===== config.mk =====
export PLATFORM = sky130hd
export DESIGN_NAME = wire_format_field_filter
export DESIGN_NICKNAME = d
export VERILOG_FILES = /design/src/hw/rtl/wff_pkg.sv /design/src/hw/rtl/wff_front.sv /design/src/hw/rtl/wff_cmd_fifo.sv /design/src/hw/rtl/wff_back.sv /design/src/hw/rtl/wire_format_field_filter.sv
export SDC_FILE = /design/constraint.sdc
export NUM_CORES = 1
export LEC_CHECK = 0
export ABC_AREA = 1
export ABC_CLOCK_PERIOD_IN_PS = 3100
export CORE_MARGIN = 4
export CORE_UTILIZATION = 60
export CTS_BUF_LIST = sky130_fd_sc_hd__clkbuf_8
export DETAILED_ROUTE_END_ITERATION = 10
export DONT_BUFFER_PORTS = 1
export GPL_TIMING_DRIVEN = 0
export PLACE_DENSITY = 0.79
export SLEW_MARGIN = 20
export SYNTH_ARGS = -nofsm -noshare
export SYNTH_HDL_FRONTEND = slang
export SYNTH_SLANG_ARGS = --single-unit

===== constraint.sdc =====
create_clock -name clk_i -period 3.1 [get_ports clk_i]
set_input_delay 0.155 -clock clk_i [delete_from_list [all_inputs] [get_ports clk_i]]
set_output_delay 0.155 -clock clk_i [all_outputs]
set_load 0.02 [all_outputs]

===== src/hw/rtl/wff_pkg.sv =====
// Shared types and constants for the wire-format field filter.
`default_nettype none
package wff_pkg;

  localparam int unsigned TAG_BUFFER_BYTES = 10;
  localparam int unsigned TAG_IDX_W        = $clog2(TAG_BUFFER_BYTES);
  localparam int unsigned FIELD_W          = 32;
  localparam int unsigned VARINT_W         = 64;
  localparam int unsigned SHIFT_W          = 7;
  localparam int unsigned VARINT_BITS      = 7;
  localparam int unsigned WT_W             = 3;
  localparam int unsigned FNUM_PAD_W       = VARINT_W - WT_W - FIELD_W;

  localparam int unsigned CMD_DEPTH = 4;
  localparam int unsigned CMD_PTR_W = $clog2(CMD_DEPTH);
  localparam int unsigned OUT_DEPTH = 4;
  localparam int unsigned OUT_PTR_W = $clog2(OUT_DEPTH);

  localparam logic [WT_W-1:0] WT_VARINT = 3'd0;
  localparam logic [WT_W-1:0] WT_FIXED8 = 3'd1;
  localparam logic [WT_W-1:0] WT_LENGTH = 3'd2;
  localparam logic [WT_W-1:0] WT_FIXED4 = 3'd5;

  localparam logic [VARINT_W-1:0] FIXED8_BYTES = 64'd8;
  localparam logic [VARINT_W-1:0] FIXED4_BYTES = 64'd4;

  typedef enum logic [2:0] {
    PH_TAG,
    PH_VARINT,
    PH_LEN,
    PH_PAYLOAD,
    PH_DISCARD
  } phase_e;

  typedef enum logic [1:0] {
    CMD_HOLD,
    CMD_FLUSH,
    CMD_DATA,
    CMD_ABORT
  } cmd_kind_e;

  typedef struct packed {
    cmd_kind_e            kind;
    logic [7:0]           data;
    logic [TAG_IDX_W-1:0] idx;
    logic                 done;
  } cmd_t;

  typedef struct packed {
    logic       kind;
    logic [7:0] data;
    logic       done;
    logic       run_last;
  } result_t;

  localparam logic KIND_DATA  = 1'b0;
  localparam logic KIND_ABORT = 1'b1;

endpackage
`default_nettype wire


===== src/hw/rtl/wff_front.sv =====
// Front end: parses tags and values, decides keep or drop, issues commands.
`default_nettype none
module wff_front (
  input  wire logic                         clk_i,
  input  wire logic                         rst_ni,
  input  wire logic                         cfg_we_i,
  input  wire logic [wff_pkg::FIELD_W-1:0]  cfg_field_to_delete_i,
  input  wire logic                         valid_i,
  input  wire logic [7:0]                   in_byte_i,
  input  wire logic                         chunk_last_i,
  output wff_pkg::cmd_t                     cmd_o,
  output logic                              cmd_push_o
);

  wff_pkg::phase_e                     phase_q, phase_d;
  logic [wff_pkg::TAG_IDX_W-1:0]       tag_cnt_q, tag_cnt_d;
  logic [wff_pkg::VARINT_W-1:0]        acc_q, acc_d;
  logic [wff_pkg::SHIFT_W-1:0]         shift_q, shift_d;
  logic [wff_pkg::VARINT_W-1:0]        rem_q, rem_d;
  logic                                keep_q, keep_d;
  logic [wff_pkg::FIELD_W-1:0]         ftd_q;

  logic                                more;
  logic [wff_pkg::VARINT_W-1:0]        shifted;
  logic [wff_pkg::VARINT_W-1:0]        acc_new;
  logic [wff_pkg::SHIFT_W-1:0]         shift_new;
  logic                                overlong;
  logic [wff_pkg::WT_W-1:0]            wt;
  logic                                good;
  logic                                keep_new;
  logic [wff_pkg::VARINT_W-1:0]        rem_dec;
  logic                                rem_end;
  logic                                fail;

  always_comb begin
    more      = in_byte_i[7];
    shifted   = {{(wff_pkg::VARINT_W-7){1'b0}}, in_byte_i[6:0]} << shift_q[5:0];
    acc_new   = acc_q | shifted;
    shift_new = shift_q + wff_pkg::SHIFT_W'(wff_pkg::VARINT_BITS);
    overlong  = shift_new[wff_pkg::SHIFT_W-1];
    wt        = acc_new[wff_pkg::WT_W-1:0];
    good      = wt inside {wff_pkg::WT_VARINT, wff_pkg::WT_FIXED8,
                           wff_pkg::WT_LENGTH, wff_pkg::WT_FIXED4};
    keep_new  = acc_new[wff_pkg::VARINT_W-1:wff_pkg::WT_W] !=
                {{wff_pkg::FNUM_PAD_W{1'b0}}, ftd_q};
    rem_dec   = (rem_q != '0) ? rem_q - wff_pkg::VARINT_W'(1) : rem_q;
    rem_end   = (rem_q[wff_pkg::VARINT_W-1:1] == '0);

    phase_d   = phase_q;
    tag_cnt_d = tag_cnt_q;
    acc_d     = acc_q;
    shift_d   = shift_q;
    rem_d     = rem_q;
    keep_d    = keep_q;
    fail      = 1'b0;

    cmd_push_o  = 1'b0;
    cmd_o.kind  = wff_pkg::CMD_HOLD;
    cmd_o.data  = in_byte_i;
    cmd_o.idx   = tag_cnt_q;
    cmd_o.done  = 1'b0;

    if (valid_i) begin
      case (phase_q)
        wff_pkg::PH_TAG: begin
          if (more) begin
            if (overlong || chunk_last_i) begin
              fail = 1'b1;
            end else begin
              cmd_push_o = 1'b1;
              tag_cnt_d  = tag_cnt_q + wff_pkg::TAG_IDX_W'(1);
              acc_d      = acc_new;
              shift_d    = shift_new;
            end
          end else if (chunk_last_i || !good) begin
            fail = 1'b1;
          end else begin
            keep_d     = keep_new;
            cmd_push_o = keep_new;
            cmd_o.kind = wff_pkg::CMD_FLUSH;
            tag_cnt_d  = '0;
            acc_d      = '0;
            shift_d    = '0;
            case (wt)
              wff_pkg::WT_VARINT: phase_d = wff_pkg::PH_VARINT;
              wff_pkg::WT_LENGTH: phase_d = wff_pkg::PH_LEN;
              wff_pkg::WT_FIXED8: begin
                rem_d   = wff_pkg::FIXED8_BYTES;
                phase_d = wff_pkg::PH_PAYLOAD;
              end
              default: begin
                rem_d   = wff_pkg::FIXED4_BYTES;
                phase_d = wff_pkg::PH_PAYLOAD;
              end
            endcase
          end
        end
        wff_pkg::PH_VARINT: begin
          cmd_o.kind = wff_pkg::CMD_DATA;
          if (!more) begin
            cmd_push_o = keep_q;
            cmd_o.done = 1'b1;
            phase_d    = wff_pkg::PH_TAG;
            keep_d     = 1'b0;
            shift_d    = '0;
          end else if (overlong || chunk_last_i) begin
            fail = 1'b1;
          end else begin
            cmd_push_o = keep_q;
            shift_d    = shift_new;
          end
        end
        wff_pkg::PH_LEN: begin
          cmd_o.kind = wff_pkg::CMD_DATA;
          if (!more) begin
            if (acc_new == '0) begin
              cmd_push_o = keep_q;
              cmd_o.done = 1'b1;
              phase_d    = wff_pkg::PH_TAG;
              keep_d     = 1'b0;
              acc_d      = '0;
              shift_d    = '0;
            end else if (chunk_last_i) begin
              fail = 1'b1;
            end else begin
              cmd_push_o = keep_q;
              rem_d      = acc_new;
              acc_d      = '0;
              shift_d    = '0;
              phase_d    = wff_pkg::PH_PAYLOAD;
            end
          end else if (overlong || chunk_last_i) begin
            fail = 1'b1;
          end else begin
            cmd_push_o = keep_q;
            acc_d      = acc_new;
            shift_d    = shift_new;
          end
        end
        wff_pkg::PH_PAYLOAD: begin
          cmd_o.kind = wff_pkg::CMD_DATA;
          if (rem_end) begin
            cmd_push_o = keep_q;
            cmd_o.done = 1'b1;
            phase_d    = wff_pkg::PH_TAG;
            keep_d     = 1'b0;
            rem_d      = '0;
          end else if (chunk_last_i) begin
            fail = 1'b1;
          end else begin
            cmd_push_o = keep_q;
            rem_d      = rem_dec;
          end
        end
        default: begin
          if (chunk_last_i) begin
            phase_d = wff_pkg::PH_TAG;
          end
        end
      endcase

      if (fail) begin
        cmd_push_o = 1'b1;
        cmd_o.kind = wff_pkg::CMD_ABORT;
        cmd_o.done = 1'b0;
        tag_cnt_d  = '0;
        acc_d      = '0;
        shift_d    = '0;
        rem_d      = '0;
        keep_d     = 1'b0;
        phase_d    = chunk_last_i ? wff_pkg::PH_TAG : wff_pkg::PH_DISCARD;
      end
    end
  end

  always_ff @(posedge clk_i or negedge rst_ni) begin
    if (!rst_ni) begin
      phase_q   <= wff_pkg::PH_TAG;
      tag_cnt_q <= '0;
      acc_q     <= '0;
      shift_q   <= '0;
      rem_q     <= '0;
      keep_q    <= 1'b0;
      ftd_q     <= '0;
    end else begin
      phase_q   <= phase_d;
      tag_cnt_q <= tag_cnt_d;
      acc_q     <= acc_d;
      shift_q   <= shift_d;
      rem_q     <= rem_d;
      keep_q    <= keep_d;
      if (cfg_we_i) begin
        ftd_q <= cfg_field_to_delete_i;
      end
    end
  end

  a_tag_cnt_only_in_tag: assert property (@(posedge clk_i) disable iff (!rst_ni)
    phase_q != wff_pkg::PH_TAG |-> tag_cnt_q == '0)
    else $error("tag count left over outside tag phase");

  a_tag_shift_bounded: assert property (@(posedge clk_i) disable iff (!rst_ni)
    phase_q == wff_pkg::PH_TAG |-> !shift_q[wff_pkg::SHIFT_W-1] &&
                                   tag_cnt_q < wff_pkg::TAG_IDX_W'(wff_pkg::TAG_BUFFER_BYTES))
    else $error("tag varint ran past its limit");

endmodule
`default_nettype wire


===== src/hw/rtl/wff_cmd_fifo.sv =====
// Command queue between the parser and the result stage.
`default_nettype none
module wff_cmd_fifo (
  input  wire logic          clk_i,
  input  wire logic          rst_ni,
  input  wire logic          push_i,
  input  wire wff_pkg::cmd_t data_i,
  output logic               full_o,
  input  wire logic          pop_i,
  output wff_pkg::cmd_t      data_o,
  output logic               valid_o
);

  wff_pkg::cmd_t                     mem_q [wff_pkg::CMD_DEPTH];
  logic [wff_pkg::CMD_PTR_W-1:0]     wr_q, rd_q;
  logic [wff_pkg::CMD_PTR_W:0]       cnt_q;
  logic                              do_push, do_pop;

  assign full_o  = (cnt_q == (wff_pkg::CMD_PTR_W+1)'(wff_pkg::CMD_DEPTH));
  assign valid_o = (cnt_q != '0);
  assign data_o  = mem_q[rd_q];
  assign do_push = push_i && !full_o;
  assign do_pop  = pop_i && valid_o;

  always_ff @(posedge clk_i or negedge rst_ni) begin
    if (!rst_ni) begin
      wr_q  <= '0;
      rd_q  <= '0;
      cnt_q <= '0;
    end else begin
      if (do_push) begin
        wr_q <= wr_q + wff_pkg::CMD_PTR_W'(1);
      end
      if (do_pop) begin
        rd_q <= rd_q + wff_pkg::CMD_PTR_W'(1);
      end
      cnt_q <= cnt_q + (wff_pkg::CMD_PTR_W+1)'(do_push) - (wff_pkg::CMD_PTR_W+1)'(do_pop);
    end
  end

  always_ff @(posedge clk_i) begin
    if (do_push) begin
      mem_q[wr_q] <= data_i;
    end
  end

  a_no_push_when_full: assert property (@(posedge clk_i) disable iff (!rst_ni)
    push_i |-> !full_o)
    else $error("command pushed into a full queue");

endmodule
`default_nettype wire


===== src/hw/rtl/wff_back.sv =====
// Result stage: holds tag bytes, expands commands into items, output queue.
`default_nettype none
module wff_back (
  input  wire logic          clk_i,
  input  wire logic          rst_ni,
  input  wire logic          cmd_valid_i,
  input  wire wff_pkg::cmd_t cmd_i,
  output logic               cmd_pop_o,
  output logic               empty_o,
  input  wire logic          pop_i,
  output wff_pkg::result_t   res_o
);

  logic [7:0]                        tag_q [wff_pkg::TAG_BUFFER_BYTES];
  logic                              busy_q, busy_d;
  logic [wff_pkg::TAG_IDX_W-1:0]     pos_q, pos_d;
  logic [wff_pkg::TAG_IDX_W-1:0]     end_q, end_d;

  wff_pkg::result_t                  out_mem_q [wff_pkg::OUT_DEPTH];
  logic [wff_pkg::OUT_PTR_W-1:0]     wr_q, rd_q;
  logic [wff_pkg::OUT_PTR_W:0]       cnt_q;
  logic                              out_full;
  logic                              do_pop;

  logic                              emit;
  wff_pkg::result_t                  res;
  logic                              tag_we;

  assign out_full = (cnt_q == (wff_pkg::OUT_PTR_W+1)'(wff_pkg::OUT_DEPTH));
  assign empty_o  = (cnt_q == '0);
  assign res_o    = out_mem_q[rd_q];
  assign do_pop   = pop_i && !empty_o;

  always_comb begin
    busy_d       = busy_q;
    pos_d        = pos_q;
    end_d        = end_q;
    emit         = 1'b0;
    cmd_pop_o    = 1'b0;
    tag_we       = 1'b0;
    res.kind     = wff_pkg::KIND_DATA;
    res.data     = tag_q[pos_q];
    res.done     = 1'b0;
    res.run_last = (pos_q == end_q);

    if (busy_q) begin
      emit = 1'b1;
      if (!out_full) begin
        pos_d  = pos_q + wff_pkg::TAG_IDX_W'(1);
        busy_d = (pos_q != end_q);
      end
    end else if (cmd_valid_i) begin
      case (cmd_i.kind)
        wff_pkg::CMD_HOLD: begin
          cmd_pop_o = 1'b1;
          tag_we    = 1'b1;
        end
        wff_pkg::CMD_FLUSH: begin
          emit = 1'b1;
          if (cmd_i.idx == '0) begin
            res.data     = cmd_i.data;
            res.run_last = 1'b1;
          end else begin
            res.data     = tag_q[0];
            res.run_last = 1'b0;
          end
          if (!out_full) begin
            cmd_pop_o = 1'b1;
            tag_we    = 1'b1;
            busy_d    = (cmd_i.idx != '0);
            pos_d     = wff_pkg::TAG_IDX_W'(1);
            end_d     = cmd_i.idx;
          end
        end
        wff_pkg::CMD_DATA: begin
          emit         = 1'b1;
          res.data     = cmd_i.data;
          res.done     = cmd_i.done;
          res.run_last = 1'b1;
          cmd_pop_o    = !out_full;
        end
        default: begin
          emit         = 1'b1;
          res.kind     = wff_pkg::KIND_ABORT;
          res.data     = '0;
          res.run_last = 1'b1;
          cmd_pop_o    = !out_full;
        end
      endcase
    end
  end

  always_ff @(posedge clk_i or negedge rst_ni) begin
    if (!rst_ni) begin
      busy_q <= 1'b0;
      pos_q  <= '0;
      end_q  <= '0;
      wr_q   <= '0;
      rd_q   <= '0;
      cnt_q  <= '0;
    end else begin
      busy_q <= busy_d;
      pos_q  <= pos_d;
      end_q  <= end_d;
      if (emit && !out_full) begin
        wr_q <= wr_q + wff_pkg::OUT_PTR_W'(1);
      end
      if (do_pop) begin
        rd_q <= rd_q + wff_pkg::OUT_PTR_W'(1);
      end
      cnt_q <= cnt_q + (wff_pkg::OUT_PTR_W+1)'(emit && !out_full)
                     - (wff_pkg::OUT_PTR_W+1)'(do_pop);
    end
  end

  always_ff @(posedge clk_i) begin
    if (tag_we) begin
      tag_q[cmd_i.idx] <= cmd_i.data;
    end
    if (emit && !out_full) begin
      out_mem_q[wr_q] <= res;
    end
  end

  a_flush_in_range: assert property (@(posedge clk_i) disable iff (!rst_ni)
    busy_q |-> pos_q <= end_q &&
               end_q < wff_pkg::TAG_IDX_W'(wff_pkg::TAG_BUFFER_BYTES))
    else $error("tag flush position out of range");

  a_no_cmd_during_flush: assert property (@(posedge clk_i) disable iff (!rst_ni)
    busy_q |-> !cmd_pop_o)
    else $error("command taken while a tag flush is in progress");

endmodule
`default_nettype wire


===== src/hw/rtl/wire_format_field_filter.sv =====
// Top level: wire-format field filter with queue-style input and result ports.
// Path: parse, command queue, expand, output queue; both queues are registered.
// Throughput: one byte per cycle unless full; an n-byte tag gives the result stage n-1
// hold commands storing its bytes and, when kept, a flush emitting them at one item per
// cycle given room; the 4-entry command queue absorbs the gap and full holds the rest.
// Reset: asynchronous active low; parser waits for a tag, queues empty, register 0.
`default_nettype none
module wire_format_field_filter (
  input  wire logic                         clk_i,
  input  wire logic                         rst_ni,
  input  wire logic                         cfg_we_i,
  input  wire logic [wff_pkg::FIELD_W-1:0]  cfg_field_to_delete_i,
  input  wire logic                         push,
  output logic                              full,
  input  wire logic [7:0]                   in_byte_i,
  input  wire logic                         chunk_last_i,
  output logic                              empty,
  input  wire logic                         pop,
  output logic                              out_kind_o,
  output logic [7:0]                        out_byte_o,
  output logic                              entry_done_o,
  output logic                              run_last_o
);

  wff_pkg::cmd_t    front_cmd;
  logic             front_push;
  wff_pkg::cmd_t    q_cmd;
  logic             q_valid;
  logic             q_pop;
  wff_pkg::result_t res;
  logic             accept;

  assign accept = push && !full;

  wff_front u_front (
    .clk_i                 (clk_i),
    .rst_ni                (rst_ni),
    .cfg_we_i              (cfg_we_i),
    .cfg_field_to_delete_i (cfg_field_to_delete_i),
    .valid_i               (accept),
    .in_byte_i             (in_byte_i),
    .chunk_last_i          (chunk_last_i),
    .cmd_o                 (front_cmd),
    .cmd_push_o            (front_push)
  );

  wff_cmd_fifo u_cmd_fifo (
    .clk_i   (clk_i),
    .rst_ni  (rst_ni),
    .push_i  (front_push),
    .data_i  (front_cmd),
    .full_o  (full),
    .pop_i   (q_pop),
    .data_o  (q_cmd),
    .valid_o (q_valid)
  );

  wff_back u_back (
    .clk_i       (clk_i),
    .rst_ni      (rst_ni),
    .cmd_valid_i (q_valid),
    .cmd_i       (q_cmd),
    .cmd_pop_o   (q_pop),
    .empty_o     (empty),
    .pop_i       (pop),
    .res_o       (res)
  );

  assign out_kind_o   = res.kind;
  assign out_byte_o   = res.data;
  assign entry_done_o = res.done;
  assign run_last_o   = res.run_last;

endmodule
`default_nettype wire

Yosys cells after proc, flatten, opt, wreduce, memory -nomap -nowiden

Memory sizes are Yosys's and may differ from the RTL's.
Index checks and enable logic that the tools add are counted.

Memories kept: 3
Output and inout bits: 13
Register bits after elaboration: 198
RAM bits: 184
Bits of input ports: 46
Word-level logic and storage cells: 226

Shift operators: 1
Bitwise logic cells: 3
Equality and inequality tests: 29
Reductions and logical operators: 41
Multiplexer cells: 121
$add $sub $neg: 12

Memories:

| name             | depth | width | read ports | clocked after Yosys merged registers in | write ports | RTL line           | source |
|---|---|---|---|---|---|---|---|
| u_back.tag_q     | 10    | 8     | 2          | 0                                       | 1           | wff_back.sv:14     | `logic [7:0] tag_q [wff_pkg::TAG_BUFFER_BYTES];` |
| u_cmd_fifo.mem_q | 4     | 15    | 1          | 0                                       | 1           | wff_cmd_fifo.sv:14 | `wff_pkg::cmd_t mem_q [wff_pkg::CMD_DEPTH];` |
| u_back.out_mem_q | 4     | 11    | 1          | 0                                       | 1           | wff_back.sv:19     | `wff_pkg::result_t out_mem_q [wff_pkg::OUT_DEPTH];` |

Operator list:

| operator                                              | count |
|---|---|
| 2-to-1 mux 64 bit                                     | 16 |
| one-hot mux 64 bit (2 select lines)                   | 2 |
| one-hot mux 64 bit (3 select lines)                   | 1 |
| logical NOT 64 bit                                    | 1 |
| OR 64 bit                                             | 1 |
| nonzero test 64 bit                                   | 1 |
| left shift 7 x 6 -> 64 bit                            | 1 |
| subtractor 64 x 1 -> 64 bit, second input constant    | 1 |
| logical NOT 63 bit                                    | 1 |
| inequality test 61 x 32 -> 1 bit                      | 1 |
| 2-to-1 mux 1 bit                                      | 56 |
| 2-to-1 mux 7 bit                                      | 8 |
| 2-to-1 mux 4 bit                                      | 10 |
| 2-to-1 mux 3 bit                                      | 10 |
| one-hot mux 8 bit (3 select lines)                    | 1 |
| 2-to-1 mux 11 bit                                     | 2 |
| one-hot mux 7 bit (3 select lines)                    | 1 |
| AND reduction 4 bit                                   | 4 |
| AND reduction 8 bit                                   | 2 |
| nonzero test 4 bit                                    | 4 |
| inequality test 3 x 2 -> 1 bit, second input constant | 5 |
| inequality test 3 bit, second input constant          | 4 |
| one-hot mux 1 bit (4 select lines)                    | 3 |
| one-hot mux 3 bit (4 select lines)                    | 1 |
| 37 further kinds                                      | 70 |

Longest topological paths before layout

Depth in word-level cells: 15
Mapped depth: 28
Gate-level depth less buffers: 26

Cells and area by module

From an unflattened synthesis, not the netlist that was laid out.

Cell total of the unflattened synthesis: 2,681
Area total of the unflattened synthesis: 21,719.6 µm²

By module, submodules not included:

| module                   | instances | sequential area each (µm²) | cells an instance | area an instance (µm²) |
|---|---|---|---|---|
| wff_front                | 1         | 4,379.2                    | 1,820             | 12,572.1 |
| wff_back                 | 1         | 4,124.0                    | 610               | 6,329.8 |
| wff_cmd_fifo             | 1         | 1,976.9                    | 249               | 2,807.7 |
| wire_format_field_filter | 1         | 0.0                        | 2                 | 10.0 |

Worst setup path before layout

Ideal clock, no wire load.

Kind: register to register
Start: register u_front.shift_q[0] in the netlist's numbering
End: memory u_cmd_fifo.mem_q[0][0] in the netlist's numbering (enable)
Cell stages (with the launch flop): 24
Arrival: 2.997 ns
Clock period less this slack: 3.383 ns
Required time: 2.713 ns
Setup time: 0.387 ns
Slack: -0.283 ns
Path buffers: 2
Cells stage by stage: dfrtp_1 > buf_6 > inv_4 > nand2_1 > nand3_2 > nand3_1 > nand2_2 > nand3_1 > o21ai_1 > nor2_1 > nand2_1 > nor2_1 > nand2_1 > nor2_4 > nand2_2 > nand2_2 > nand2_2 > nand2_4 > nand2_4 > buf_6 > inv_2 > nand3_1 > nand2_1 > nor2_1

Cells in the longest elaborated chain, start to end: 15
Elaborated cells between the ends (all ways): 34
Classes of those cells: add/sub (1); eq/ne (4); shift (1); mux (20); bitwise (1); reduce/logical (7)

Ends and longest elaborated chain:

| what                                           | RTL line           | source |
|---|---|---|
| start: declaration                             | wff_front.sv:18    | `logic [wff_pkg::SHIFT_W-1:0] shift_q, shift_d;` |
| start signal: assignment                       | wff_front.sv:189   | `shift_q <= shift_d;` |
| left shift 7 x 6 -> 64 bit                     | wff_front.sv:37    | `shifted = {{(wff_pkg::VARINT_W-7){1'b0}}, in_byte_i[6:0]} << shift_q[5:0];` |
| OR 64 bit                                      | wff_front.sv:38    | `acc_new = acc_q \| shifted;` |
| == test 3 x 1 -> 1 bit (tied with other cells) | wff_front.sv:42    | `good = wt inside {wff_pkg::WT_VARINT, wff_pkg::WT_FIXED8,` |
| nonzero test 4 bit                             | wff_front.sv:42    |  |
| logical NOT 1 bit                              | wff_front.sv:75    | `end else if (chunk_last_i \|\| !good) begin` |
| logical OR 1 bit                               | wff_front.sv:75    |  |
| 2-to-1 mux 1 bit                               | wff_front.sv:75    |  |
| 2-to-1 mux 1 bit                               | wff_front.sv:66    | `if (more) begin` |
| one-hot mux 1 bit (4 select lines)             | wff_front.sv:64    | `case (phase_q)` |
| 2-to-1 mux 1 bit                               | wff_front.sv:63    | `if (valid_i) begin` |
| 2-to-1 mux 1 bit (*)                           | wff_front.sv:162   | `if (fail) begin` |
| 2-to-1 mux 1 bit (*)                           | wff_front.sv:63    |  |
| logical AND 1 bit (*)                          | wff_cmd_fifo.sv:22 | `assign do_push = push_i && !full_o;` |
| 2-to-1 mux 1 bit (*)                           | wff_cmd_fifo.sv:42 | `if (do_push) begin` |
| 2-to-1 mux 1 bit (not written as such) (*)     | wff_cmd_fifo.sv:43 | `mem_q[wr_q] <= data_i;` |
| end: declaration                               | wff_cmd_fifo.sv:14 |  |

Mark *: on every way between the ends. The rest lies on a longest branch, timed or not. The select of a mux whose other input is x is not followed.

Worst setup path in the final report

Start: register u_front.shift_q[0] in the netlist's numbering
End: register u_cmd_fifo.cnt_q[2] in the netlist's numbering

Cells in the longest elaborated chain, start to end: 15
Elaborated cells between the ends (all ways): 34
Classes of those cells: add/sub (3); eq/ne (4); shift (1); mux (18); bitwise (1); reduce/logical (7)

Ends and longest elaborated chain:

| what                                           | RTL line           | source |
|---|---|---|
| left shift 7 x 6 -> 64 bit                     | wff_front.sv:37    |  |
| OR 64 bit                                      | wff_front.sv:38    |  |
| == test 3 x 1 -> 1 bit (tied with other cells) | wff_front.sv:42    |  |
| nonzero test 4 bit                             | wff_front.sv:42    |  |
| logical NOT 1 bit                              | wff_front.sv:75    |  |
| logical OR 1 bit                               | wff_front.sv:75    |  |
| 2-to-1 mux 1 bit                               | wff_front.sv:75    |  |
| 2-to-1 mux 1 bit                               | wff_front.sv:66    |  |
| one-hot mux 1 bit (4 select lines)             | wff_front.sv:64    |  |
| 2-to-1 mux 1 bit                               | wff_front.sv:63    |  |
| 2-to-1 mux 1 bit (*)                           | wff_front.sv:162   |  |
| 2-to-1 mux 1 bit (*)                           | wff_front.sv:63    |  |
| logical AND 1 bit (*)                          | wff_cmd_fifo.sv:22 |  |
| via u_cmd_fifo.do_push                         | wff_cmd_fifo.sv:17 | `logic do_push, do_pop;` |
| adder 3 x 1 -> 3 bit (*)                       | wff_cmd_fifo.sv:37 | `cnt_q <= cnt_q + (wff_pkg::CMD_PTR_W+1)'(do_push) - (wff_pkg::CMD_PTR_W+1)'(do_pop);` |
| subtractor 3 x 1 -> 3 bit (*)                  | wff_cmd_fifo.sv:37 |  |
| end signal: assignment                         | wff_cmd_fifo.sv:37 |  |
| end: declaration                               | wff_cmd_fifo.sv:16 | `logic [wff_pkg::CMD_PTR_W:0] cnt_q;` |

The timed path passes the listed nets; every way through them passes the cells marked *. The select of a mux whose other input is x is not followed.
A chain may end at the register's enable or synchronous reset.

==> impl_metrics.ini <==
[placed_design]
dp_hpwl_microns = 43500
place_area_sq_um = 21300
place_congestion = 0.983
place_inst = 2934
io_buffer_count = 0

[detailed_routing]
ant_nets = 0
drc = 0
detail_route.wl_per_cell_microns = 20.6
first_pass_iters = 6
via_per_inst = 5.97
drt_iter0_markers = 1898
routed_wl_microns = 65500
vias = 18900

[final_layout]
fillers = 2333
design_area_sq_um = 25400
seqCellArea_sq_um = 10500
fin_nets = 2739
antenna_cells = 0
layout-drive-gt1-share_pct = 19.9
area_delta_synth_final_pct = 22.7
multiInputGateArea_sq_um = 9820
final_cells = 3174

[yosys]
avgSynthCellArea_sq_um = 8.32
syn-num-nets = 2550
yosysTopAreaCell = edfxtp_1
ys_top_cells_by_count = 483 x nand2_1, 369 x nor2_1, 254 x nand3_1
ys_seq_area_share_pct = 50.7
yosys-top-cells-area = edfxtp_1 27%, dfrtp_1 24%, nand2_1 8.8%
netlist_area_sq_um = 20700
ys_ff_latch = 382
synth_top_area_share_pct = 26.7
synth-async-reset-ratio_pct = 51.8
synthFlopType = dfrtp_1
yosysWarnings = 0
syn_inst = 2486
synthDistinctLibCells = 57
synth_edf_count = 184
synth_most_common_cell = nand2_1

[global_routing]
grt_pass1_wl_microns = 102000
grt_antenna_before_repair = 0
grt_start_max_net_pins = 199
grt_pass1_vias = 18700
track_usage_pct = 34.0
overflow = 0

[critical_path]
cp_common_cell = nand2_1
cp-end-kind = register
cpPeakStageDelay_ps = 410
reg2reg_slack_ps = -440
cp-start-kind = register
critPathKind = register to register
crit_buf_inv = 3
required_ps = 3630
critPathTopFamily = simple AND/OR/NAND/NOR gates
crit_path_max_fanout = 6
arrival_ps = 4080
slowest_stage = dfrtp_1

[clock_network]
numCtsBuffers = 59
clk_latency_ps = 680
cts_htree_levels = 2
tritoncts = done
root_buffer = clkbuf_8
cts_buffer_depth = 3
clk_pin_slew_worst_paths_ps = 60
cts_hold_repair.buffers = 42
clock_sinks = 382

[timing]
timing.slew.headroom_pct = 28.9
finalHoldViolCount = 198
finalCritPeriodShare_pct = 114
tightest_slew_ps = 1060
fin_crit_ps = 3540
fin_skew_ps = 30.2
setup_slack_ps = -442
whs_ps = -800
finalSetupViolCount = 257
rsz0062_at_grt = yes
slew_violations = 0
clock.fmax_mhz = 282

[die]
dieHeight_microns = 194
die_x_microns = 194
start_util_pct = 61.2
num_rows = 67
core_area_sq_um = 33800
io_pins = 59
dieArea_sq_um = 37500

[power_and_ir_drop]
power.total_mw = 32.2
power_leakage_nw = 11.4
power_density_nw_per_um2 = 1270
ir_drop_v = 0.000812

[run_status]
status = complete, but fails checks
violations = hold timing, setup timing

[flow_run]
maxCapViolCount = 0

[min_path]
hp-class = input pin to async pin
## worst paths after layout
check | from | to | cells after the start
worst min-delay path | rst_ni | u_front.rem_q[38] | 0
worst min register to register | u_front.acc_q[36] | u_front.acc_q[36] | 2
worst max register to register | u_front.shift_q[0] | u_cmd_fifo.cnt_q[2] | 25
min in group clk_i | in_byte_i[0] | u_front.acc_q[56] | 6
worst max-delay path | u_front.shift_q[0] | u_cmd_fifo.cnt_q[2] | 25
max in group asynchronous | rst_ni | u_front.shift_q[3] | 0
## registers in the layout, summed over array words and instances, names as in the netlist, 2 cells and up
name	count
u_back.cnt_q	3
u_back.end_q	4
u_back.out_mem_q	44
u_back.pos_q	4
u_back.rd_q	2
u_back.tag_q	80
u_back.wr_q	2
u_cmd_fifo.cnt_q	3
u_cmd_fifo.mem_q	60
u_cmd_fifo.rd_q	2
u_cmd_fifo.wr_q	2
u_front.acc_q	64
u_front.ftd_q	32
u_front.phase_q	3
u_front.rem_q	64
u_front.shift_q	7
u_front.tag_cnt_q	4
## stage by stage
step	worst slack, ps	setup TNS (ps)	utilization (%)
2_1_floorplan	-8.86	-8.86	-
3_3_place_gp	-1020	-164600	63.1
3_5_place_dp	-1020	-168350	63.2
4_1_cts	-341	-25640	73.6
5_1_grt	-587	-97230	75.1
6_report	-442	-55910	75.1
## area by class of cell
cell class	instances	share of cell area [%]
Buffer	118	3.51
Clock buffer	75	4.07
Clock inverter	37	1.40
Inverter	247	3.74
Multi-Input combinational cell	1739	38.7
Sequential cell	382	41.3
Tap cell	448	2.21
Timing Repair Buffer	127	5.04
Timing Repair inverter	1	0.0444
## metal layers
metal  up-vias  GRT usage [%]  wire length (microns)
met5         -              0                      0
met4         0           18.9                   3950
met3       239           4.71                   4880
met2      1055           57.9                  32000
met1      8945           42.0                  24700
li1       8695              -                      -
## cells by family after synthesis
group	synth area share (%)
compound gates	10.6
fa+ha+maj	1.16
xor+xnor	3.39
mux	0.762
buf+inv	7.63
simple gates	25.8
flops	50.7
## what timing repair did
| item | CTS | global route |
|---|---|---|
| hold endpoints to repair | 271 | 198 |
| cloned | 6 | 3 |
| buffers inserted | 63 | 15 |
| pin swaps | 74 | 43 |
| resized for setup | 291 | 92 |
| setup endpoints to repair | 306 | 294 |
## layout by cell type, fill, tap and decap left out, types with 16 or more instances in the layout
cell type / instances
a21oi_1: 70
a22oi_1: 18
buf_4: 84
buf_6: 26
clkbuf_1: 43
clkbuf_8: 77
dfrtp_1: 196
dlygate4sd3_1: 42
edfxtp_1: 184
inv_1: 238
inv_2: 16
nand2_1: 400
nand2_2: 67
nand2_4: 30
nand3_1: 210
nand3_2: 41
nand4_1: 41
nor2_1: 335
nor2_2: 22
nor2_4: 23
nor3_1: 23
o21ai_0: 148
o21ai_1: 62
o22ai_1: 28
xnor2_1: 24
xor2_1: 56
## worst reg2reg max path, cell delays in order (launching register included)
cell and delay (ps):
dfrtp_1 410, buf_6 170, inv_8 100, nand2_4 70, nand3_2 90, nand3_2 110, nand2_1 100, nand2_1 70
nor2_2 160, nand2_1 120, nand2_4 130, xor2_1 150, nand2_1 70, nor3_1 130, nand2_1 140, nor2_4 180
nand3_4 110, nand2_1 70, nand2_1 60, nand2_2 80, nand3_4 120, nand2_8 110, inv_2 50, ha_4 150
fa_2 330, xor2_1 150
## report_power, final
part	internal, mW	leakage [nW]	total, mW	switching (mW)
clock	2.71	0.762	4.78	2.08
combinational	7.02	6.35	19.7	12.7
sequential	6.97	4.32	7.66	0.682
Power figures use the tool's default switching activity.
